[config.mk]
export PLATFORM = sky130hd
export DESIGN_NAME = ir_median_interp_linearizer_unit
export DESIGN_NICKNAME = d
export VERILOG_FILES = /design/src/rtl/irml_pkg.sv /design/src/rtl/irml_divider.sv /design/src/rtl/ir_median_interp_linearizer_unit.sv
export SDC_FILE = /design/constraint.sdc
export NUM_CORES = 2
export LEC_CHECK = 0
export ABC_AREA = 1
export BUFFER_PORTS_ARGS = -buffer_cell sky130_fd_sc_hd__buf_4
export CORE_UTILIZATION = 41
export DETAILED_ROUTE_END_ITERATION = 6
export GPL_TIMING_DRIVEN = 0
export PLACE_DENSITY_LB_ADDON = 0.2
export SETUP_SLACK_MARGIN = 0.1
export SLEW_MARGIN = 20
export SYNTH_ARGS = -nofsm -noshare
export SYNTH_HDL_FRONTEND = slang
export SYNTH_HIERARCHICAL = 1
export SYNTH_SLANG_ARGS = --single-unit
[constraint.sdc]
create_clock -name clk -period 9.5 [get_ports clk]
set_input_delay 0.475 -clock clk [delete_from_list [all_inputs] [get_ports clk]]
set_output_delay 0.475 -clock clk [all_outputs]
set_load 0.005 [all_outputs]
[src/rtl/irml_pkg.sv]
// ----------------------------------------------------------------------------
// irml_pkg: shared types and constants of the infrared median linearizer
// Word layouts, field widths, action codes and the median-of-three helper.
// ----------------------------------------------------------------------------
package irml_pkg;

    localparam int NUM_CHANNELS_DEF = 4;
    localparam int TABLE_POINTS_DEF = 17;

    localparam int SENSOR_W = 2;
    localparam int SAMPLE_W = 10;
    localparam int PIDX_W   = 5;
    localparam int DIST_W   = 12;
    localparam int RING_LEN = 3;

    localparam int IN_TDATA_W  = 40;
    localparam int IN_TUSER_W  = 1;
    localparam int OUT_TDATA_W = 32;

    localparam int IN_SENSOR_LSB = 0;
    localparam int IN_SAMPLE_LSB = IN_SENSOR_LSB + SENSOR_W;
    localparam int IN_PIDX_LSB   = IN_SAMPLE_LSB + SAMPLE_W;
    localparam int IN_PADC_LSB   = IN_PIDX_LSB + PIDX_W;
    localparam int IN_PDIST_LSB  = IN_PADC_LSB + SAMPLE_W;
    localparam int OUT_USED_W    = SENSOR_W + SAMPLE_W + DIST_W + 1;

    localparam int DX_W   = SAMPLE_W + 1;
    localparam int DY_W   = DIST_W + 1;
    localparam int PROD_W = DY_W + DX_W;
    localparam int NUM_W  = PROD_W + 1;
    localparam int MAG_W  = NUM_W - 1;

    localparam logic [DIST_W-1:0] DIST_MAX = '1;

    localparam logic ACT_SAMPLE = 1'b0;
    localparam logic ACT_WRITE  = 1'b1;

    typedef logic [SAMPLE_W-1:0] sample_t;
    typedef logic [DIST_W-1:0]   dist_t;

    typedef struct packed {
        logic [1:0] ptr;
        sample_t    s2;
        sample_t    s1;
        sample_t    s0;
    } win_row_t;

    typedef struct packed {
        dist_t   distance;
        sample_t adc;
    } tab_entry_t;

    function automatic sample_t med3(input sample_t a, input sample_t b, input sample_t c);
        sample_t lo;
        sample_t hi;
        sample_t res;
        lo = (a < b) ? a : b;
        hi = (a < b) ? b : a;
        if (c < lo)
        begin
            res = lo;
        end
        else if (c > hi)
        begin
            res = hi;
        end
        else
        begin
            res = c;
        end
        return res;
    endfunction

endpackage

[src/rtl/irml_divider.sv]
// ----------------------------------------------------------------------------
// irml_divider: restoring divider for the interpolation quotient
// Produces one quotient bit per cycle; the caller guarantees that the
// quotient fits in DIST_W bits.
// ----------------------------------------------------------------------------
module irml_divider (
    input  logic                          clk,
    input  logic                          rst_n,
    input  logic                          start,
    input  logic [irml_pkg::MAG_W-1:0]    dividend,
    input  logic [irml_pkg::SAMPLE_W-1:0] divisor,
    output logic                          done,
    output logic [irml_pkg::DIST_W-1:0]   quotient
);
    import irml_pkg::*;

    localparam int CNT_W = $clog2(DIST_W + 1);

    logic             busy_reg, busy_next;
    logic [CNT_W-1:0] cnt_reg, cnt_next;
    logic [MAG_W-1:0] rem_reg, rem_next;
    logic [MAG_W-1:0] dv_reg, dv_next;
    dist_t            q_reg, q_next;
    logic [MAG_W:0]   sub;
    logic             ge;

    always_comb
    begin
        sub       = {1'b0, rem_reg} - {1'b0, dv_reg};
        ge        = ~sub[MAG_W];
        busy_next = busy_reg;
        cnt_next  = cnt_reg;
        rem_next  = rem_reg;
        dv_next   = dv_reg;
        q_next    = q_reg;
        if (start)
        begin
            busy_next = 1'b1;
            cnt_next  = CNT_W'(DIST_W);
            rem_next  = dividend;
            dv_next   = MAG_W'(divisor) << (DIST_W - 1);
            q_next    = '0;
        end
        else if (busy_reg && (cnt_reg != '0))
        begin
            rem_next = ge ? sub[MAG_W-1:0] : rem_reg;
            q_next   = {q_reg[DIST_W-2:0], ge};
            dv_next  = dv_reg >> 1;
            cnt_next = cnt_reg - CNT_W'(1);
        end
        else if (busy_reg)
        begin
            busy_next = 1'b0;
        end
    end

    always_ff @(posedge clk or negedge rst_n)
    begin
        if (!rst_n)
        begin
            busy_reg <= 1'b0;
            cnt_reg  <= '0;
        end
        else
        begin
            busy_reg <= busy_next;
            cnt_reg  <= cnt_next;
        end
    end

    always_ff @(posedge clk)
    begin
        rem_reg <= rem_next;
        dv_reg  <= dv_next;
        q_reg   <= q_next;
    end

    assign done     = busy_reg && (cnt_reg == '0);
    assign quotient = q_reg;

endmodule

[src/rtl/ir_median_interp_linearizer_unit.sv]
// ----------------------------------------------------------------------------
// ir_median_interp_linearizer_unit: median-of-three filter and linearizer
// A sample word passes the window update, a table scan that reads one
// calibration point per cycle (1 to TABLE_POINTS-1 points), the difference
// and multiply states and, unless clamped early, the bit-serial divider;
// one word is in flight. A table write word is written as it is accepted.
// Reset clears the control state and the row valid bits, so every sample
// window reads as zero; the tables are not cleared.
// ----------------------------------------------------------------------------
module ir_median_interp_linearizer_unit #(
    parameter int NUM_CHANNELS = irml_pkg::NUM_CHANNELS_DEF,
    parameter int TABLE_POINTS = irml_pkg::TABLE_POINTS_DEF
) (
    input  logic                             clk,
    input  logic                             rst_n,
    input  logic                             s_axis_tvalid,
    output logic                             s_axis_tready,
    // sensor, sample, point_index, point_adc, point_distance, zero pad
    input  logic [irml_pkg::IN_TDATA_W-1:0]  s_axis_tdata,
    // action
    input  logic [irml_pkg::IN_TUSER_W-1:0]  s_axis_tuser,
    output logic                             m_axis_tvalid,
    input  logic                             m_axis_tready,
    // out_sensor, median_value, distance, clamped, zero pad
    output logic [irml_pkg::OUT_TDATA_W-1:0] m_axis_tdata
);
    import irml_pkg::*;

    localparam int CH_W      = (NUM_CHANNELS > 1) ? $clog2(NUM_CHANNELS) : 1;
    localparam int IDX_W     = $clog2(TABLE_POINTS);
    localparam int TAB_DEPTH = NUM_CHANNELS * (2 ** IDX_W);
    localparam int TAB_AW    = CH_W + IDX_W;
    localparam logic [IDX_W-1:0] LAST_IDX = IDX_W'(TABLE_POINTS - 1);

    typedef enum logic [9:0] {
        S_IDLE = 10'b0000000001,
        S_WIN  = 10'b0000000010,
        S_P0   = 10'b0000000100,
        S_SCAN = 10'b0000001000,
        S_DIFF = 10'b0000010000,
        S_MUL1 = 10'b0000100000,
        S_MUL2 = 10'b0001000000,
        S_PREP = 10'b0010000000,
        S_DIV  = 10'b0100000000,
        S_DONE = 10'b1000000000
    } state_t;

    logic [SENSOR_W-1:0] in_sensor;
    sample_t             in_sample;
    logic [PIDX_W-1:0]   in_pidx;
    sample_t             in_padc;
    dist_t               in_pdist;
    logic                in_action;
    logic                in_ch_ok;
    logic                in_pidx_ok;
    logic [CH_W-1:0]     in_ch;
    logic                accept;

    state_t state_reg, state_next;
    logic [CH_W-1:0]           ch_reg, ch_next;
    sample_t                   smp_reg, smp_next;
    sample_t                   med_reg, med_next;
    logic [IDX_W-1:0]          x_reg, x_next;
    tab_entry_t                prev_reg, prev_next;
    tab_entry_t                cur_reg, cur_next;
    logic signed [DX_W-1:0]    dx_reg, dx_next;
    logic signed [DY_W-1:0]    dy_reg, dy_next;
    logic signed [DX_W-1:0]    diff_reg, diff_next;
    logic signed [PROD_W-1:0]  prod_reg, prod_next;
    logic signed [NUM_W-1:0]   num_reg, num_next;
    logic                      neg_reg, neg_next;
    dist_t                     dist_reg, dist_next;
    logic                      flag_reg, flag_next;
    logic                      m_tvalid_reg, m_tvalid_next;
    logic [OUT_TDATA_W-1:0]    m_tdata_reg, m_tdata_next;

    tab_entry_t        tab_mem [TAB_DEPTH];
    tab_entry_t        tab_rdata_reg;
    logic              tab_we;
    logic [TAB_AW-1:0] tab_waddr;
    logic [TAB_AW-1:0] tab_raddr;

    win_row_t          win_mem [NUM_CHANNELS];
    win_row_t          win_rdata_reg;
    logic [NUM_CHANNELS-1:0] win_vld_reg;
    logic              win_we;
    win_row_t          win_wdata;
    win_row_t          row_cur;
    logic [1:0]        wp;

    logic              div_start;
    logic              div_done;
    dist_t             div_q;
    logic [MAG_W-1:0]  mag;
    sample_t           dxm;
    logic              ovf;
    logic signed [DY_W-1:0] d0s;
    logic              out_free;

    assign in_sensor  = s_axis_tdata[IN_SENSOR_LSB +: SENSOR_W];
    assign in_sample  = s_axis_tdata[IN_SAMPLE_LSB +: SAMPLE_W];
    assign in_pidx    = s_axis_tdata[IN_PIDX_LSB +: PIDX_W];
    assign in_padc    = s_axis_tdata[IN_PADC_LSB +: SAMPLE_W];
    assign in_pdist   = s_axis_tdata[IN_PDIST_LSB +: DIST_W];
    assign in_action  = s_axis_tuser[0];
    assign in_ch_ok   = int'(in_sensor) < NUM_CHANNELS;
    assign in_pidx_ok = int'(in_pidx) < TABLE_POINTS;
    assign in_ch      = CH_W'(in_sensor);

    assign s_axis_tready = (state_reg == S_IDLE);
    assign accept        = s_axis_tvalid && s_axis_tready;

    assign tab_we    = accept && (in_action == ACT_WRITE) && in_ch_ok && in_pidx_ok;
    assign tab_waddr = {in_ch, IDX_W'(in_pidx)};

    always_ff @(posedge clk)
    begin
        if (tab_we)
        begin
            tab_mem[tab_waddr] <= '{distance: in_pdist, adc: in_padc};
        end
        tab_rdata_reg <= tab_mem[tab_raddr];
    end

    always_ff @(posedge clk)
    begin
        if (win_we)
        begin
            win_mem[ch_reg] <= win_wdata;
        end
        win_rdata_reg <= win_mem[in_ch];
    end

    always_ff @(posedge clk or negedge rst_n)
    begin
        if (!rst_n)
        begin
            win_vld_reg <= '0;
        end
        else if (win_we)
        begin
            win_vld_reg[ch_reg] <= 1'b1;
        end
    end

    assign row_cur  = win_vld_reg[ch_reg] ? win_rdata_reg : '0;
    assign wp       = (row_cur.ptr > 2'd2) ? 2'd0 : row_cur.ptr;
    assign d0s      = $signed({1'b0, prev_reg.distance});
    assign mag      = num_reg[NUM_W-1] ? MAG_W'(-num_reg) : MAG_W'(num_reg);
    assign dxm      = dx_reg[DX_W-1] ? SAMPLE_W'(-dx_reg) : SAMPLE_W'(dx_reg);
    assign ovf      = mag >= MAG_W'({dxm, {DIST_W{1'b0}}});
    assign out_free = !m_tvalid_reg || m_axis_tready;

    always_comb
    begin
        state_next = state_reg;
        ch_next    = ch_reg;
        smp_next   = smp_reg;
        med_next   = med_reg;
        x_next     = x_reg;
        prev_next  = prev_reg;
        cur_next   = cur_reg;
        dx_next    = dx_reg;
        dy_next    = dy_reg;
        diff_next  = diff_reg;
        prod_next  = prod_reg;
        num_next   = num_reg;
        neg_next   = neg_reg;
        dist_next  = dist_reg;
        flag_next  = flag_reg;
        tab_raddr  = {ch_reg, {IDX_W{1'b0}}};
        win_we     = 1'b0;
        win_wdata  = row_cur;
        div_start  = 1'b0;
        m_tdata_next  = m_tdata_reg;
        m_tvalid_next = m_tvalid_reg && !m_axis_tready;

        case (state_reg)
            S_IDLE:
            begin
                if (accept && (in_action == ACT_SAMPLE) && in_ch_ok)
                begin
                    ch_next    = in_ch;
                    smp_next   = in_sample;
                    state_next = S_WIN;
                end
            end
            S_WIN:
            begin
                win_wdata.ptr = (wp == 2'd2) ? 2'd0 : wp + 2'd1;
                case (wp)
                    2'd0:    win_wdata.s0 = smp_reg;
                    2'd1:    win_wdata.s1 = smp_reg;
                    default: win_wdata.s2 = smp_reg;
                endcase
                win_we     = 1'b1;
                med_next   = med3(win_wdata.s0, win_wdata.s1, win_wdata.s2);
                tab_raddr  = {ch_reg, {IDX_W{1'b0}}};
                state_next = S_P0;
            end
            S_P0:
            begin
                prev_next  = tab_rdata_reg;
                x_next     = IDX_W'(1);
                tab_raddr  = {ch_reg, IDX_W'(1)};
                state_next = S_SCAN;
            end
            S_SCAN:
            begin
                tab_raddr = {ch_reg, x_reg + IDX_W'(1)};
                if ((x_reg == LAST_IDX) || (tab_rdata_reg.adc < med_reg))
                begin
                    cur_next   = tab_rdata_reg;
                    state_next = S_DIFF;
                end
                else
                begin
                    prev_next = tab_rdata_reg;
                    x_next    = x_reg + IDX_W'(1);
                end
            end
            S_DIFF:
            begin
                dx_next    = $signed({1'b0, cur_reg.adc}) - $signed({1'b0, prev_reg.adc});
                dy_next    = $signed({1'b0, cur_reg.distance})
                             - $signed({1'b0, prev_reg.distance});
                diff_next  = $signed({1'b0, med_reg}) - $signed({1'b0, prev_reg.adc});
                state_next = S_MUL1;
            end
            S_MUL1:
            begin
                prod_next  = PROD_W'(dy_reg) * PROD_W'(diff_reg);
                state_next = S_MUL2;
            end
            S_MUL2:
            begin
                num_next   = NUM_W'(prod_reg) + NUM_W'(d0s) * NUM_W'(dx_reg);
                state_next = S_PREP;
            end
            S_PREP:
            begin
                neg_next = num_reg[NUM_W-1] ^ dx_reg[DX_W-1];
                if (dx_reg == '0)
                begin
                    dist_next  = DIST_MAX;
                    flag_next  = 1'b1;
                    state_next = S_DONE;
                end
                else if (ovf)
                begin
                    dist_next  = (num_reg[NUM_W-1] ^ dx_reg[DX_W-1]) ? '0 : DIST_MAX;
                    flag_next  = 1'b1;
                    state_next = S_DONE;
                end
                else
                begin
                    div_start  = 1'b1;
                    state_next = S_DIV;
                end
            end
            S_DIV:
            begin
                if (div_done)
                begin
                    if (neg_reg && (div_q != '0))
                    begin
                        dist_next = '0;
                        flag_next = 1'b1;
                    end
                    else
                    begin
                        dist_next = div_q;
                        flag_next = 1'b0;
                    end
                    state_next = S_DONE;
                end
            end
            S_DONE:
            begin
                if (out_free)
                begin
                    m_tdata_next = {{(OUT_TDATA_W - OUT_USED_W){1'b0}}, flag_reg, dist_reg,
                                    med_reg, SENSOR_W'(ch_reg)};
                    m_tvalid_next = 1'b1;
                    state_next    = S_IDLE;
                end
            end
            default:
            begin
                state_next = S_IDLE;
            end
        endcase
    end

    irml_divider u_div (
        .clk      (clk),
        .rst_n    (rst_n),
        .start    (div_start),
        .dividend (mag),
        .divisor  (dxm),
        .done     (div_done),
        .quotient (div_q)
    );

    always_ff @(posedge clk or negedge rst_n)
    begin
        if (!rst_n)
        begin
            state_reg    <= S_IDLE;
            m_tvalid_reg <= 1'b0;
        end
        else
        begin
            state_reg    <= state_next;
            m_tvalid_reg <= m_tvalid_next;
        end
    end

    always_ff @(posedge clk)
    begin
        ch_reg      <= ch_next;
        smp_reg     <= smp_next;
        med_reg     <= med_next;
        x_reg       <= x_next;
        prev_reg    <= prev_next;
        cur_reg     <= cur_next;
        dx_reg      <= dx_next;
        dy_reg      <= dy_next;
        diff_reg    <= diff_next;
        prod_reg    <= prod_next;
        num_reg     <= num_next;
        neg_reg     <= neg_next;
        dist_reg    <= dist_next;
        flag_reg    <= flag_next;
        m_tdata_reg <= m_tdata_next;
    end

    assign m_axis_tvalid = m_tvalid_reg;
    assign m_axis_tdata  = m_tdata_reg;

    a_sample_starts: assert property (@(posedge clk) disable iff (!rst_n)
        (accept && (in_action == ACT_SAMPLE) && in_ch_ok) |=> (state_reg == S_WIN))
        else $error("A sample word did not start the window update.");

    a_scan_range: assert property (@(posedge clk) disable iff (!rst_n)
        (state_reg == S_SCAN) |-> ((x_reg != '0) && (x_reg <= LAST_IDX)))
        else $error("The table scan left the calibration range.");

    a_div_owner: assert property (@(posedge clk) disable iff (!rst_n)
        div_done |-> (state_reg == S_DIV))
        else $error("The divider finished outside the divide state.");

    a_out_source: assert property (@(posedge clk) disable iff (!rst_n)
        $rose(m_tvalid_reg) |-> ($past(state_reg) == S_DONE))
        else $error("A result word appeared without a finished computation.");

endmodule
# Word-level counts from Yosys, hierarchy flattened
# Memories as Yosys holds them, arrays and structs flattened. A register that Yosys moved wholly into a read port is not among the register bits.
# Index checks and enable logic that the tools add are counted.
# classes
add_sub_neg	10
mul	2
div	0
magnitude_cmp	9
n_eq_ne	21
n_shift	0
muxes	62
n_bitwise	4
reduce_logical	29
# ops
op	n
10-bit two-way mux	17
10-bit case mux with 10 select lines	1
24-bit two-way mux	4
32-bit two-way mux	2
12-bit two-way mux	5
13-bit by 11-bit multiplier with 24-bit output	2
22-bit case mux with 2 select lines	1
21-bit two-way mux	2
10-bit < comparator	3
24-bit by 24-bit adder with 25-bit output	1
24-bit by 21-bit subtractor with 25-bit output	1
24-bit by 22-bit greater-or-equal comparator with 1-bit output	1
24-bit negator	1
12-bit case mux with 2 select lines	1
22-bit two-way mux	1
10-bit by 10-bit subtractor with 11-bit output	2
5-bit case mux with 2 select lines	2
1-bit two-way mux	18
12-bit by 12-bit subtractor with 13-bit output	1
2-bit inequality test, second input constant	6
12-bit nonzero test	1
11-bit zero test	1
10-bit by 1-bit equality test with 1-bit output, second input constant	1
10-bit equality test, second input constant	1
other kinds (42)	61
# totals
ff_bits	271
latch_bits	0
mem_bits_rw	2944
mem_bits_ro	0
in_bits	45
out_inout_bits	34
memories	2
# mem_list
memory	depth	width	rd	rd_ports_with_merged_regs	wr	line_no	source
tab_mem	128	22	1	1	1	ir_median_interp_linearizer_unit.sv:77	tab_entry_t tab_mem [TAB_DEPTH];
win_mem	4	32	1	1	1	ir_median_interp_linearizer_unit.sv:83	win_row_t win_mem [NUM_CHANNELS];

# Logic depth before layout (Yosys ltp)
# depth
depth_word	13
mapped_depth	30
depth_no_buf	27

# By module
# Netlist, hierarchy kept.
# modules_own_cells
module	n_inst	cells_per_inst	area_per_inst_um2	seq_area_each_um2
ir_median_interp_linearizer_unit	1	12174	142745.7	95688.0
irml_divider	1	592	4161.5	1606.5

# Worst setup path before layout
# Ideal clock, no wire load.
# synth_path
kind	reg2reg
from	reg dx_reg[2]
to	reg num_reg[21], data pin
setup_ns	0.252
arrival_time_ns	5.280
t_required_ns	9.248
setup_slack_ns	3.968
stages_incl_launch_ff	26
path_buffers	2
synth_period_minus_slack_ns	5.532
path_cell_list	edfxtp_1 -> clkbuf_1 -> clkbuf_1 -> nand2_1 -> fa_1 -> fa_1 -> fa_1 -> inv_1 -> fa_1 -> inv_1 -> fa_1 -> inv_1 -> ha_1 -> nand2_1 -> inv_1 -> nand2_1 -> nand2_1 -> nor2_1 -> o21ai_0 -> a21boi_0 -> o21ai_0 -> a21boi_0 -> o21ai_0 -> nand2_1 -> nand3_1 -> nand2_1
# synth_between
elab_chain_cells	2
# synth_rtl
element	line_no	source
start, declared	ir_median_interp_linearizer_unit.sv:66	logic signed [DX_W-1:0] dx_reg, dx_next;
start signal, assigned	ir_median_interp_linearizer_unit.sv:327	dx_reg <= dx_next;
13-bit by 11-bit multiplier with 24-bit output	ir_median_interp_linearizer_unit.sv:237	num_next = NUM_W'(prod_reg) + NUM_W'(d0s) * NUM_W'(dx_reg);
24-bit by 24-bit adder with 25-bit output	ir_median_interp_linearizer_unit.sv:237	
end signal, assigned	ir_median_interp_linearizer_unit.sv:331	num_reg <= num_next;
end, declared	ir_median_interp_linearizer_unit.sv:70	logic signed [NUM_W-1:0] num_reg, num_next;
# No other way between the ends.
# A chain may end at the register's enable or synchronous reset.

# Final worst setup path
# Ends and elaborated chain as after synthesis.

==> results.yml <==
yosys:
  ys_warn_count: 6
  synth-async-reset-ratio: 0.006118
  synth.area.top_cells: "edfxtp_1 (65%), nand2_1 (8.3%), nand3_1 (4.5%)"
  synth.most_common_cell: "nand2_1"
  synthFlopType: "edfxtp_1"
  synth.distinct_cells: 57
  syn_area_per_cell_um2: 11.51
  syn_inst: 12766
  synth-seq-cells: 3269
  netlist.area_leader.share: 0.6484
  synth_area_mm2: 0.1469
  netlist_top_cells_count: "nand2_1 (3253), edfxtp_1 (3172), inv_1 (1380)"
  yosys.area.top_type: "edfxtp_1"
  synth_enable_flop_cells: 3172
  seq_area_frac_synth: 0.6623
die:
  rows: 219
  dieWidth_um: 600.6
  core_area_mm2: 0.3562
  start_util: 0.4124
  ios: 79
  dieHeight_um: 600.6
  die_area_mm2: 0.3607
routing:
  vias: 105274
  via_per_inst: 5.312
  first_pass_iters: 7
  drtIter0Drc: 14225
  drt_wl_total_mm: 528.4
  antenna_left: 0
  drc: 15
  wl_per_cell_um: 26.66
power:
  peakVddDrop_mv: 0.1692
  power_uw: 35050
  p_leak_uw: 0.07059
  power_density_mw_per_mm2: 200.7
clock_tree:
  hold_buffers: 40
  cts_buffers: 359
  ctsResizeCount: 0
  clkTransAtPathRegs_ns: 0.06
  cts_htree_levels: 5
  clockBufferDepth: 4
  cts_root_buf: "clkbuf_16"
  post_cts_buffers: 0
  cts_sinks: 3269
  clk_latency_ns: 1.03
  cts_tree: "built"
worst_setup_path:
  slowest_delay_ns: 0.57
  crit_arrival_ns: 7.42
  path_max_fanout: 10
  cpMaxStageDelayCell: "clkbuf_1"
  critPathMostFrequentCell: "nand2_1"
  path_class: "flip-flop to flip-flop"
  crit_required_ns: 10.19
  cp-end-kind: "flip-flop"
  start_kind: "flip-flop"
layout:
  fin_cells: 19819
  layout-drive-gt1-share: 0.09951
  fin_util: 0.4902
  syn2layout_area_growth_pct: 18.87
  nets: 15271
  largest_reg_flops: 2816
place:
  place_congestion: 0.9876
  dp_hpwl_mm: 377.9
  dp_slack_ns: 2.789
  numPortBuffers: 70
  place_inst: 19097
status:
  violations: "design-rule violations"
  outcome: "finished with violations"
global_route:
  antenna_found_initial: 50
  grt_max_degree: 103
  grt_pass1_wl_mm: 727.8
  grt_use_met3: 0.07250
  grt.met2_usage: 0.4316
  met1_usage: 0.3785
  grt_overflow_total: 0
  grt_pass1_vias: 97184
  gr-max-usage-layer: "met2"
  grtUsageTotal: 0.2873
timing:
  rsz0062_at_grt: "no"
  finClkSkew_ns: 0.09868
  layout_min_cycle_time_ns: 6.734
  max_slew.worst_pin.slew_ns: 1.274
  hold_viol: 0
  setup_viol: 0
  slew_headroom: 0.1505
  fmax_mhz: 148.5
  period_share: 0.7088
  drv_slew: 0
  finalWorstSetupSlack_ns: 2.766
hold_path:
  min_path_type: "input port to flip-flop"
job:
  maxCapViolations: 0
## cell usage in the layout (no fill, tap or decap), drive strengths merged, types with 77 or more instances in the layout
master	instances
nor2	351
edfxtp	3172
clkbuf	758
or2	263
buf	647
inv	1405
conb	1327
clkinv	166
o21ai	464
nand2	3272
fa	253
nand3	1327
o211ai	820
a21oi	104
ha	226
dfxtp	77
## cell type report
class                           count  area, um2
Tap cell                         4751       5944
Fill cell                       32462     181600
Timing Repair Buffer              294       4858
Inverter                         1394       5233
Multi-Input combinational cell   8714      46810
Clock buffer                      436       9376
Buffer                            715       3184
Sequential cell                  3269      97290
Clock inverter                    212       1852
Antenna cell                       34      85.08
## kinds of logic (layout without fill, tap and decap cells)
family                   after synthesis  count (layout)  share of synthesized area
AND/OR/NAND/NOR                     5290            5290                     0.1531
flip-flops                          3269            3269                     0.6623
buffers and inverters               2109            3051                    0.05704
adder cells (fa/ha/maj)              479             479                    0.05372
XOR/XNOR                             107             107                   0.006379
other                                  1            1361                 0.00002553
AO/OA/AOI/OAI                       1511            1511                    0.06742
## worst paths after layout
path,slack [ns],startpoint,end,cells past startpoint
max,2.77,dx_reg[2],num_reg[21],25
min,0.08,s_axis_tvalid,ch_reg[1],3
max reg2reg,2.77,dx_reg[2],num_reg[21],25
min reg2reg,0.42,dist_reg[9],m_axis_tdata[21],0
max in group asynchronous,8.10,rst_n,m_axis_tvalid,4
min in group asynchronous,0.56,rst_n,state_reg[1],3
## report_power, final
| part | internal [uW] | switching, uW | total (uW) |
|---|---|---|---|
| Combinational | 1320 | 3400 | 4710 |
| Clock | 7660 | 5920 | 13600 |
| Sequential | 16600 | 194 | 16800 |
| Total | 25500 | 9510 | 35100 |
## metal layers
layer  routed length, um  vias to the layer above
met5                 172                        -
met1              203100                    51491
met2              228400                     5712
li1                    -                    46793
met3               60680                     1254
met4               35980                       24
## per-stage QoR
step | setup TNS, ns | cell area [um2] | hold WS (ns)
after floorplan | 0 | 151900 | 0.1794
after global placement | -65.07 | 158400 | 0.4061
after detailed placement | 0 | 162900 | 0.4045
after CTS | 0 | 174500 | 0.05358
after global routing | 0 | 174600 | 0.06357
final | 0 | 174600 | 0.08314
## critical path: cells and delay by family (launching register included)
family,cells,cell delay (ns)
simple gates,8,0.68
buf+inv,6,1.22
fa+ha+maj,6,2.83
flops,1,0.32
compound gates,5,1.40
(Power assumes the default switching activity.)
